**src/llct2_pkg.sv**
```systemverilog
package llct2_pkg;

  localparam int NTYPES = 19;

  typedef enum logic [1:0] {
    CMD_UNNUM  = 2'd0,
    CMD_INFO   = 2'd1,
    CMD_RESEND = 2'd2,
    CMD_ACK    = 2'd3
  } cmd_t;

  typedef enum logic [1:0] {
    ST_OK    = 2'd0,
    ST_FULL  = 2'd1,
    ST_EMPTY = 2'd2,
    ST_BAD   = 2'd3
  } status_t;

  typedef enum logic [0:0] {
    CFG_LOCAL_SAP  = 1'b0,
    CFG_REMOTE_SAP = 1'b1
  } cfg_reg_t;

  typedef enum logic [1:0] {
    BK_IDLE,
    BK_RESEND,
    BK_ACK
  } bk_state_t;

  // control byte per pdu type
  function automatic logic [7:0] ctl_byte(input logic [4:0] t);
    case (t)
      5'd0, 5'd6:   ctl_byte = 8'h00;
      5'd1, 5'd7:   ctl_byte = 8'h01;
      5'd2, 5'd8:   ctl_byte = 8'h05;
      5'd3, 5'd9:   ctl_byte = 8'h09;
      5'd4:         ctl_byte = 8'h43;
      5'd5:         ctl_byte = 8'h7F;
      5'd10:        ctl_byte = 8'h63;
      5'd11:        ctl_byte = 8'h0F;
      5'd12:        ctl_byte = 8'h87;
      5'd13:        ctl_byte = 8'hFF;
      5'd14:        ctl_byte = 8'h03;
      5'd15, 5'd17: ctl_byte = 8'hBF;
      5'd16, 5'd18: ctl_byte = 8'hE3;
      default:      ctl_byte = 8'h00;
    endcase
  endfunction

  // header length per pdu type
  function automatic logic [2:0] hdr_len(input logic [4:0] t);
    case (t)
      5'd0, 5'd1, 5'd2, 5'd3, 5'd6, 5'd7, 5'd8, 5'd9: hdr_len = 3'd4;
      5'd13:   hdr_len = 3'd0;
      default: hdr_len = 3'd3;
    endcase
  endfunction

  // command/response bit per pdu type
  function automatic logic cr_bit(input logic [4:0] t);
    case (t)
      5'd6, 5'd7, 5'd8, 5'd9, 5'd10, 5'd11, 5'd12, 5'd17, 5'd18: cr_bit = 1'b1;
      default: cr_bit = 1'b0;
    endcase
  endfunction

endpackage

```
**src/llc_type2_send_and_retransmit_queue.sv**
```systemverilog
// a single-result command presents its result the cycle after the back takes it, so an
// input transfer reaches the output through the front queue and the back result register
// resend and ack: a registered memory read, then one result per cycle unless stalled
// throughput: one send command per cycle unless stalled; a walk holds off new commands
// reset: rst synchronous, clears configuration, send sequence, queue pointers and fill
module llc_type2_send_and_retransmit_queue #(
  parameter int QUEUE_DEPTH = 64,
  parameter int HANDLE_BITS = 16
) (
  input  logic clk,
  input  logic rst,
  input  logic cfg_valid,
  output logic cfg_ready,
  input  logic cfg_index,
  input  logic [7:0] cfg_data,
  input  logic s_axis_tvalid,
  output logic s_axis_tready,
  // command[1:0], frame_type[6:2], poll_final[8:7], receive_seq[15:9],
  // ack_seq[22:16], buffer_handle, data_length, zero fill
  input  logic [((34 + HANDLE_BITS + 7) / 8) * 8 - 1:0] s_axis_tdata,
  output logic m_axis_tvalid,
  input  logic m_axis_tready,
  // status, dsap_byte, ssap_byte, control_first, control_second,
  // frame_length, result_handle, entry_count, zero fill
  output logic [((52 + HANDLE_BITS + 7) / 8) * 8 - 1:0] m_axis_tdata,
  output logic m_axis_tlast
);
  import llct2_pkg::*;

  localparam int OW = ((52 + HANDLE_BITS + 7) / 8) * 8;

  logic [7:0] own_sap, peer_sap;
  logic q_valid, q_ready;
  logic [1:0] q_cmd, q_pf, o_status;
  logic [4:0] q_ftype;
  logic [6:0] q_nr, q_ack, o_count;
  logic [HANDLE_BITS-1:0] q_handle, o_handle;
  logic [10:0] q_dlen, o_flen;
  logic [7:0] o_dsap, o_ssap, o_c1, o_c2;

  assign cfg_ready = 1'b1;

  // configuration registers
  always_ff @(posedge clk) begin
    if (rst) begin
      own_sap <= '0;
      peer_sap <= '0;
    end else if (cfg_valid) begin
      if (cfg_index == CFG_LOCAL_SAP) own_sap <= cfg_data;
      else peer_sap <= cfg_data;
    end
  end

  llct2_front #(.HANDLE_BITS(HANDLE_BITS)) u_front (
    .clk, .rst,
    .in_valid(s_axis_tvalid), .in_ready(s_axis_tready),
    .in_cmd(s_axis_tdata[1:0]), .in_ftype(s_axis_tdata[6:2]),
    .in_pf(s_axis_tdata[8:7]), .in_nr(s_axis_tdata[15:9]),
    .in_ack(s_axis_tdata[22:16]),
    .in_handle(s_axis_tdata[23 +: HANDLE_BITS]),
    .in_dlen(s_axis_tdata[23 + HANDLE_BITS +: 11]),
    .q_valid, .q_ready, .q_cmd, .q_ftype, .q_pf, .q_nr, .q_ack,
    .q_handle, .q_dlen
  );

  llct2_back #(.QUEUE_DEPTH(QUEUE_DEPTH), .HANDLE_BITS(HANDLE_BITS)) u_back (
    .clk, .rst, .own_sap, .peer_sap,
    .q_valid, .q_ready, .q_cmd, .q_ftype, .q_pf, .q_nr, .q_ack,
    .q_handle, .q_dlen,
    .o_valid(m_axis_tvalid), .o_ready(m_axis_tready),
    .o_status, .o_dsap, .o_ssap, .o_c1, .o_c2, .o_flen, .o_handle,
    .o_count, .o_last(m_axis_tlast)
  );

  assign m_axis_tdata = OW'({o_count, o_handle, o_flen, o_c2, o_c1,
                             o_ssap, o_dsap, o_status});

endmodule

```
**src/llct2_front.sv**
```systemverilog
module llct2_front #(
  parameter int HANDLE_BITS = 16
) (
  input  logic                   clk,
  input  logic                   rst,
  input  logic                   in_valid,
  output logic                   in_ready,
  input  logic [1:0]             in_cmd,
  input  logic [4:0]             in_ftype,
  input  logic [1:0]             in_pf,
  input  logic [6:0]             in_nr,
  input  logic [6:0]             in_ack,
  input  logic [HANDLE_BITS-1:0] in_handle,
  input  logic [10:0]            in_dlen,
  output logic                   q_valid,
  input  logic                   q_ready,
  output logic [1:0]             q_cmd,
  output logic [4:0]             q_ftype,
  output logic [1:0]             q_pf,
  output logic [6:0]             q_nr,
  output logic [6:0]             q_ack,
  output logic [HANDLE_BITS-1:0] q_handle,
  output logic [10:0]            q_dlen
);
  import llct2_pkg::*;

  // single-entry command queue between front and back
  assign in_ready = !q_valid || q_ready;

  always_ff @(posedge clk) begin
    if (rst) begin
      q_valid <= 1'b0;
    end else if (in_ready) begin
      q_valid <= in_valid;
    end
  end

  always_ff @(posedge clk) begin
    if (in_ready && in_valid) begin
      q_cmd    <= in_cmd;
      q_ftype  <= in_ftype;
      q_pf     <= in_pf;
      q_nr     <= in_nr;
      q_ack    <= in_ack;
      q_handle <= in_handle;
      q_dlen   <= in_dlen;
    end
  end

  holds_stalled: assert property (@(posedge clk) disable iff (rst)
    q_valid && !q_ready |=> q_valid && $stable(q_cmd))
    else $error("queued command lost while stalled");
  ready_when_empty: assert property (@(posedge clk) disable iff (rst)
    !q_valid |-> in_ready)
    else $error("front blocked while empty");
  accept_loads: assert property (@(posedge clk) disable iff (rst)
    in_valid && in_ready |=> q_valid)
    else $error("accepted command not queued");

endmodule

```
**src/llct2_back.sv**
```systemverilog
module llct2_back #(
  parameter int QUEUE_DEPTH = 64,
  parameter int HANDLE_BITS = 16
) (
  input  logic                   clk,
  input  logic                   rst,
  input  logic [7:0]             own_sap,
  input  logic [7:0]             peer_sap,
  input  logic                   q_valid,
  output logic                   q_ready,
  input  logic [1:0]             q_cmd,
  input  logic [4:0]             q_ftype,
  input  logic [1:0]             q_pf,
  input  logic [6:0]             q_nr,
  input  logic [6:0]             q_ack,
  input  logic [HANDLE_BITS-1:0] q_handle,
  input  logic [10:0]            q_dlen,
  output logic                   o_valid,
  input  logic                   o_ready,
  output logic [1:0]             o_status,
  output logic [7:0]             o_dsap,
  output logic [7:0]             o_ssap,
  output logic [7:0]             o_c1,
  output logic [7:0]             o_c2,
  output logic [10:0]            o_flen,
  output logic [HANDLE_BITS-1:0] o_handle,
  output logic [6:0]             o_count,
  output logic                   o_last
);
  import llct2_pkg::*;

  localparam int AW = (QUEUE_DEPTH > 1) ? $clog2(QUEUE_DEPTH) : 1;
  localparam int FW = $clog2(QUEUE_DEPTH + 1);

  logic [HANDLE_BITS-1:0] mem_h [QUEUE_DEPTH];
  logic [6:0]             mem_s [QUEUE_DEPTH];

  bk_state_t state, state_next;
  logic [6:0]    send_seq;
  logic [AW-1:0] head, tail, rd_ptr, walk_addr;
  logic [FW-1:0] fill;
  logic [6:0]    cnt;
  logic          ftype_nz;
  logic          cur_p;
  logic [6:0]    cur_nr, target;
  logic          rd_pend;
  logic [HANDLE_BITS-1:0] rd_h;
  logic [6:0]    rd_s;

  logic out_free, walk_step, take, hit, last_walk, walk_cmd;
  logic [11:0] flen_sum;
  logic [7:0]  ctl_raw;
  logic [7:0]  c1u;

  function automatic logic [AW-1:0] nxt(input logic [AW-1:0] i);
    nxt = (32'(i) + 1 >= QUEUE_DEPTH) ? '0 : AW'(32'(i) + 1);
  endfunction

  assign out_free = !o_valid || o_ready;
  assign take     = (state == BK_IDLE) && q_valid && out_free && !rd_pend;
  assign q_ready  = take;
  assign walk_cmd = (q_cmd == CMD_RESEND || q_cmd == CMD_ACK) && fill != '0;
  // walk emits when registered read data is ready
  assign walk_step = (state != BK_IDLE) && rd_pend && out_free;
  assign hit       = (rd_s == target);
  // acknowledge shrinks fill as it walks, resend keeps it
  assign last_walk = (state == BK_ACK) ? (hit || fill == FW'(1)) :
                     (FW'(cnt) + FW'(1) == fill);
  assign flen_sum  = {1'b0, q_dlen} + 12'(hdr_len(q_ftype));
  assign ctl_raw   = ctl_byte(q_ftype);
  assign c1u       = ctl_raw | {3'b0, q_pf[0], 4'b0};

  // read address: head on start, next entry on each emitted step
  always_comb begin
    if (take) rd_ptr = head;
    else if (walk_step) rd_ptr = nxt(walk_addr);
    else rd_ptr = walk_addr;
  end

  // next state
  always_comb begin
    state_next = state;
    case (state)
      BK_IDLE: begin
        if (take && fill != '0) begin
          if (q_cmd == CMD_RESEND) state_next = BK_RESEND;
          else if (q_cmd == CMD_ACK) state_next = BK_ACK;
        end
      end
      BK_RESEND, BK_ACK: if (walk_step && last_walk) state_next = BK_IDLE;
      default: state_next = BK_IDLE;
    endcase
  end

  // memory read port
  always_ff @(posedge clk) begin
    rd_h <= mem_h[rd_ptr];
    rd_s <= mem_s[rd_ptr];
  end

  // memory write port
  always_ff @(posedge clk) begin
    if (take && q_cmd == CMD_INFO && (q_ftype == 5'd0 || q_ftype == 5'd6) &&
        fill < FW'(QUEUE_DEPTH)) begin
      mem_h[tail] <= q_handle;
      mem_s[tail] <= send_seq;
    end else if (walk_step && state == BK_RESEND) begin
      mem_s[walk_addr] <= send_seq;
    end
  end

  always_ff @(posedge clk) begin
    if (rst) begin
      state <= BK_IDLE;
      send_seq <= '0;
      head <= '0;
      tail <= '0;
      fill <= '0;
      rd_pend <= 1'b0;
      o_valid <= 1'b0;
      walk_addr <= '0;
      cnt <= '0;
    end else begin
      state <= state_next;
      o_valid <= walk_step || (take && !walk_cmd) || (o_valid && !o_ready);
      if (take) begin
        walk_addr <= head;
        cnt <= '0;
        if (q_cmd == CMD_INFO && (q_ftype == 5'd0 || q_ftype == 5'd6) &&
            fill < FW'(QUEUE_DEPTH)) begin
          tail <= nxt(tail);
          fill <= fill + FW'(1);
          send_seq <= send_seq + 7'd1;
        end
        if (walk_cmd) begin
          rd_pend <= 1'b1;
          if (q_cmd == CMD_RESEND) send_seq <= q_ack;
        end
      end
      if (walk_step) begin
        cnt <= cnt + 7'd1;
        walk_addr <= nxt(walk_addr);
        rd_pend <= !last_walk;
        if (state == BK_RESEND) begin
          send_seq <= send_seq + 7'd1;
        end else begin
          head <= nxt(head);
          fill <= fill - FW'(1);
        end
      end
    end
  end

  // command context for the walk
  always_ff @(posedge clk) begin
    if (take) begin
      cur_p <= q_pf[0];
      cur_nr <= q_nr;
      target <= q_ack - 7'd1;
      ftype_nz <= (q_ftype != 5'd0);
    end
  end

  // result register
  always_ff @(posedge clk) begin
    if (take) begin
      o_status <= ST_OK;
      o_dsap <= '0; o_ssap <= '0; o_c1 <= '0; o_c2 <= '0;
      o_flen <= '0; o_handle <= '0; o_count <= '0; o_last <= 1'b1;
      case (q_cmd)
        CMD_UNNUM: begin
          if (q_ftype >= 5'(NTYPES)) o_status <= ST_BAD;
          else begin
            o_dsap <= q_pf[1] ? 8'h00 : peer_sap;
            o_ssap <= own_sap + {7'b0, cr_bit(q_ftype)};
            if (ctl_raw[1:0] == 2'b01) begin
              o_c1 <= ctl_raw;
              o_c2 <= {q_nr, q_pf[0]};
            end else begin
              o_c1 <= c1u;
            end
            o_flen <= flen_sum[11] ? 11'h7FF : flen_sum[10:0];
          end
        end
        CMD_INFO: begin
          if (!(q_ftype == 5'd0 || q_ftype == 5'd6)) o_status <= ST_BAD;
          else if (fill >= FW'(QUEUE_DEPTH)) o_status <= ST_FULL;
          else begin
            o_dsap <= peer_sap;
            o_ssap <= own_sap + {7'b0, cr_bit(q_ftype)};
            o_c1 <= {send_seq, 1'b0};
            o_c2 <= {q_nr, q_pf[0]};
            o_handle <= q_handle;
          end
        end
        default: if (fill == '0) o_status <= ST_EMPTY;
      endcase
    end else if (walk_step) begin
      o_status <= ST_OK;
      o_handle <= rd_h;
      o_count <= cnt + 7'd1;
      o_last <= last_walk;
      o_flen <= '0;
      if (state == BK_RESEND) begin
        o_dsap <= peer_sap;
        o_ssap <= {own_sap[7:1], (cnt == '0) ? ftype_nz : 1'b0};
        o_c1 <= {send_seq, 1'b0};
        o_c2 <= {cur_nr, (cnt == '0) ? cur_p : 1'b0};
      end else begin
        o_dsap <= '0; o_ssap <= '0; o_c1 <= '0; o_c2 <= '0;
      end
    end
  end

  fill_bound: assert property (@(posedge clk) disable iff (rst)
    fill <= FW'(QUEUE_DEPTH))
    else $error("queue fill beyond depth");
  walk_has_entries: assert property (@(posedge clk) disable iff (rst)
    state != BK_IDLE |-> fill != '0)
    else $error("walking an empty queue");
  no_take_walking: assert property (@(posedge clk) disable iff (rst)
    state != BK_IDLE |-> !q_ready)
    else $error("command taken during walk");
  out_hold: assert property (@(posedge clk) disable iff (rst)
    o_valid && !o_ready |=> o_valid && $stable(o_handle))
    else $error("result dropped while stalled");

endmodule

```
**config.mk**
```make
export PLATFORM = sky130hd
export DESIGN_NAME = llc_type2_send_and_retransmit_queue
export DESIGN_NICKNAME = d
export VERILOG_FILES = /design/src/llct2_pkg.sv /design/src/llc_type2_send_and_retransmit_queue.sv /design/src/llct2_front.sv /design/src/llct2_back.sv
export SDC_FILE = /design/constraint.sdc
export NUM_CORES = 2
export LEC_CHECK = 0
export BUFFER_PORTS_ARGS = -buffer_cell sky130_fd_sc_hd__buf_2
export CAP_MARGIN = 10
export CORE_MARGIN = 10
export CORE_UTILIZATION = 55
export DETAILED_ROUTE_END_ITERATION = 16
export PLACE_DENSITY = 0.8
export REMOVE_ABC_BUFFERS = 1
export SLEW_MARGIN = 20
export SYNTH_ARGS = -nofsm -noshare
export SYNTH_HDL_FRONTEND = slang
export SYNTH_HIERARCHICAL = 1
export SYNTH_SLANG_ARGS = --single-unit
```
**constraint.sdc**
```tcl
create_clock -name clk -period 3.5 [get_ports clk]
set_input_delay 0.7 -clock clk [delete_from_list [all_inputs] [get_ports clk]]
set_output_delay 0.7 -clock clk [all_outputs]
set_load 0.1 [all_outputs]
```
==> results.toml <==
[yosys]
synth_cells = 4474
synthArstFlopShare = 0
synth_common_cells = "edfxtp_1 (1599), nand2_1 (438), mux2i_1 (322), and3_1 (285), a211oi_1 (214)"
avgSynthCellArea_um2 = 15.09
synth_top_family_by_area = "compound AO/OA/AOI/OAI gates"
synthesis.area_um2 = 67500
synth-seq-cells = 1690
synth_most_common_cell = "edfxtp_1"
synth_area_leaders = "edfxtp_1 (71%), mux2i_1 (4.8%), dfxtp_1 (2.7%), and3_1 (2.6%), nand2_1 (2.4%)"
synth_xor_area_frac = 0.007247
synth_cell_type_count = 77
synthSimpleGateAreaFrac = 0.08858
yosysWarningCount = 6
seq_area_frac_synth = 0.7383
synthFlopType = "edfxtp_1"
yosysTopAreaCellShare = 0.7113
synth-compound-area-share = 0.08956
synthMuxAreaShare = 0.04775
synth_top_area_cell = "edfxtp_1"
synthAdderAreaFrac = 0.004560
synth_edf_count = 1599

[global_route]
gr-max-usage-layer = "met2"
grt_overflow = 0
grtUsageMet3 = 0.06171
grt_pass1_vias = 42670
gr-usage-met2 = 0.4209
grt_usage = 0.2603
grt_max_degree = 97
grt_first_pass_wirelength_um = 269500
use_met1 = 0.3269
antenna_found_initial = 8

[sta]
worst_slew_pin_slew_ns = 1.078
finalHoldViolCount = 0
period_needed_ns = 3.553
setup_ws_ns = -0.05314
fmax_mhz = 281.4
finalCritPeriodShare = 1.015
setup_viol = 1
slew_headroom = 0.2814
slew_violations = 0
clock_skew_ns = 0.03994

[floorplanning]
die_x_um = 370.3
coreArea_um2 = 121900
dieArea_um2 = 137100
io_pins = 146
rows = 128
die_h_um = 370.3
initial_utilization = 0.5539

[place]
gp_congestion = 0.9620
place_area_um2 = 73410
dp_hpwl_um = 113400
portBuffers = 134

[final_layout]
stdcell_area_um2 = 79160
register_area_um2 = 49850
area_delta_synth_final_pct = 17.26
final_nets = 5055
multiInputGateArea_um2 = 16310
fillers = 7755
drive_gt1_frac = 0.1819

[status]
violations = "negative setup slack"
status = "finished, violations left"

[detailed_routing]
remaining_drc_errors = 0
vias_per_cell = 6.530
vias = 43900
wl_per_cell_um = 27.62
ant_nets = 0
drt_iter0_markers = 6561
first_pass_iters = 8
drt_wl_total_um = 185700

[clock_network]
clock_path_buffers = 3
hold_buffers = 0
cts_sinks = 1690
cts_tree = "done"
insertion_delay_ns = 0.79
clock-root-buffer = "clkbuf_16"
cts-buffers-inserted = 162
cts.htree.levels = 4
clk_pin_slew_ns = 0.06

[worst_setup_path]
required_ns = 4.20
critPathKind = "reg2reg"
end_kind = "flip-flop"
cp_max_fo = 21
arrival_ns = 4.25
critPathLaunchType = "flip-flop"

[power_and_ir_drop]
p_total_w = 0.04419
p_int_w = 0.03345
comb_power_share = 0.104
swShare = 0.2430
seqPwrFrac = 0.508
p_switching_w = 0.01074
ir_worst_vdd_uv = 564.4
pwr-share-clk = 0.387
leakage_nw = 28.05
pwr_density_cell_nw_per_um2 = 558.2

[hold_path]
hp-class = "in2reg"

[job]
cap_violations = 0
-- state kept, by name, summed over array words and instances, names as in the netlist, 8 cells and up --
register,count
u_back/mem_h,1024
u_front/q_handle,16
u_back/o_c1,8
peer_sap,8
u_back/o_flen,11
own_sap,8
u_back/rd_h,16
u_front/q_dlen,11
u_back/o_handle,16
u_back/mem_s,448
u_back/o_dsap,8
u_back/o_c2,8
u_back/o_ssap,8
-- power groups by stage --
stage,sequential [W],clock [W],combinational [W]
global route,0.0225,0.0181,0.00478
global placement,0.0229,0,0.00419
floorplan,0.0233,0,0.00205
finish,0.0225,0.0171,0.00462
CTS,0.0224,0.0172,0.00435
detailed placement,0.0229,0,0.00428
-- per-stage QoR --
stage	util	setup WS [ns]	std cells	hold slack [ns]	setup TNS, ns
final	0.6495	-0.05314	6723	0.08641	-0.05314
after CTS	0.6452	0.001283	6688	0.04991	0
after global routing	0.6494	-0.02764	6720	0.05592	-0.06190
after detailed placement	0.6023	-0.1888	6394	0.4347	-1.270
after global placement	0.6023	-0.1240	6394	0.4364	-0.5208
after floorplan	-	-10.34	4151	0.4273	-757.07
-- critical path, stage by stage (launching register included) --
cell and delay [ns]:
dfxtp_2 0.34, inv_1 0.08, ha_4 0.19, nand2b_4 0.16
buf_4 0.16, a211o_1 0.30, o211ai_4 0.28, buf_12 0.23
and2_4 0.29, buf_4 0.17, nand2_1 0.07, a311oi_1 0.53
nand4_1 0.46, nand4_1 0.20
-- logic make-up (layout without fill, tap and decap cells) --
family | count (synthesis) | after routing
AND/OR/NAND/NOR | 1212 | 1212
multiplexers | 322 | 322
other | 2 | 12
XOR/XNOR | 51 | 51
adder cells (fa/ha/maj) | 24 | 24
flip-flops | 1690 | 1690
buffers and inverters | 347 | 961
AO/OA/AOI/OAI | 826 | 826
-- layer usage --
| metal | up-vias | routed length [µm] | part of all wire |
|---|---|---|---|
| met4 | 6 | 10960 | 0.059 |
| met5 | - | 37 | 0.00020 |
| met1 | 21550 | 63890 | 0.34 |
| met2 | 3136 | 89160 | 0.48 |
| met3 | 607 | 21620 | 0.12 |
| li1 | 18610 | - | - |
-- cell type report --
| type | instances | area share |
|---|---|---|
| repair buffers | 646 | 0.07184 |
| clock inverters | 85 | 0.01129 |
| diodes | 7 | 0.0002213 |
| inverters | 21 | 0.001027 |
| flip-flops and latches | 1690 | 0.6297 |
| well taps | 1625 | 0.02569 |
| multi-input cells | 2440 | 0.2061 |
| clock buffers | 209 | 0.05409 |
-- final timing paths --
check	start	cells past startpoint	slack (ns)	to
min reg2reg	u_front/q_nr[5]	0	0.45	u_back/cur_nr[5]
max	u_back/state[0]	13	-0.05	u_back/rd_h[8]
max reg2reg	u_back/state[0]	13	-0.05	u_back/rd_h[8]
min	s_axis_tdata[12]	1	0.09	u_front/q_nr[3]
-- cell usage in the layout (no fill, tap or decap), drive strengths merged, types with 38 or more instances in the layout --
master   count
edfxtp    1599
buf        641
nand2      439
mux2i      322
and3       285
a211oi     214
clkbuf     214
nor2       209
o21ai      148
nand4      125
a2111oi     95
a32oi       91
dfxtp       91
a22oi       71
clkinv      58
a21oi       48
a311oi      46
nand2b      38
-- repair_timing --
item                       4_1_cts  5_1_grt
setup endpoints to repair       57      785
gates cloned                     0        5
setup buffers                    0       23
pin swaps                        2       13
gates resized for setup         15       44
No activity file was read; power rests on OpenSTA's default activity.
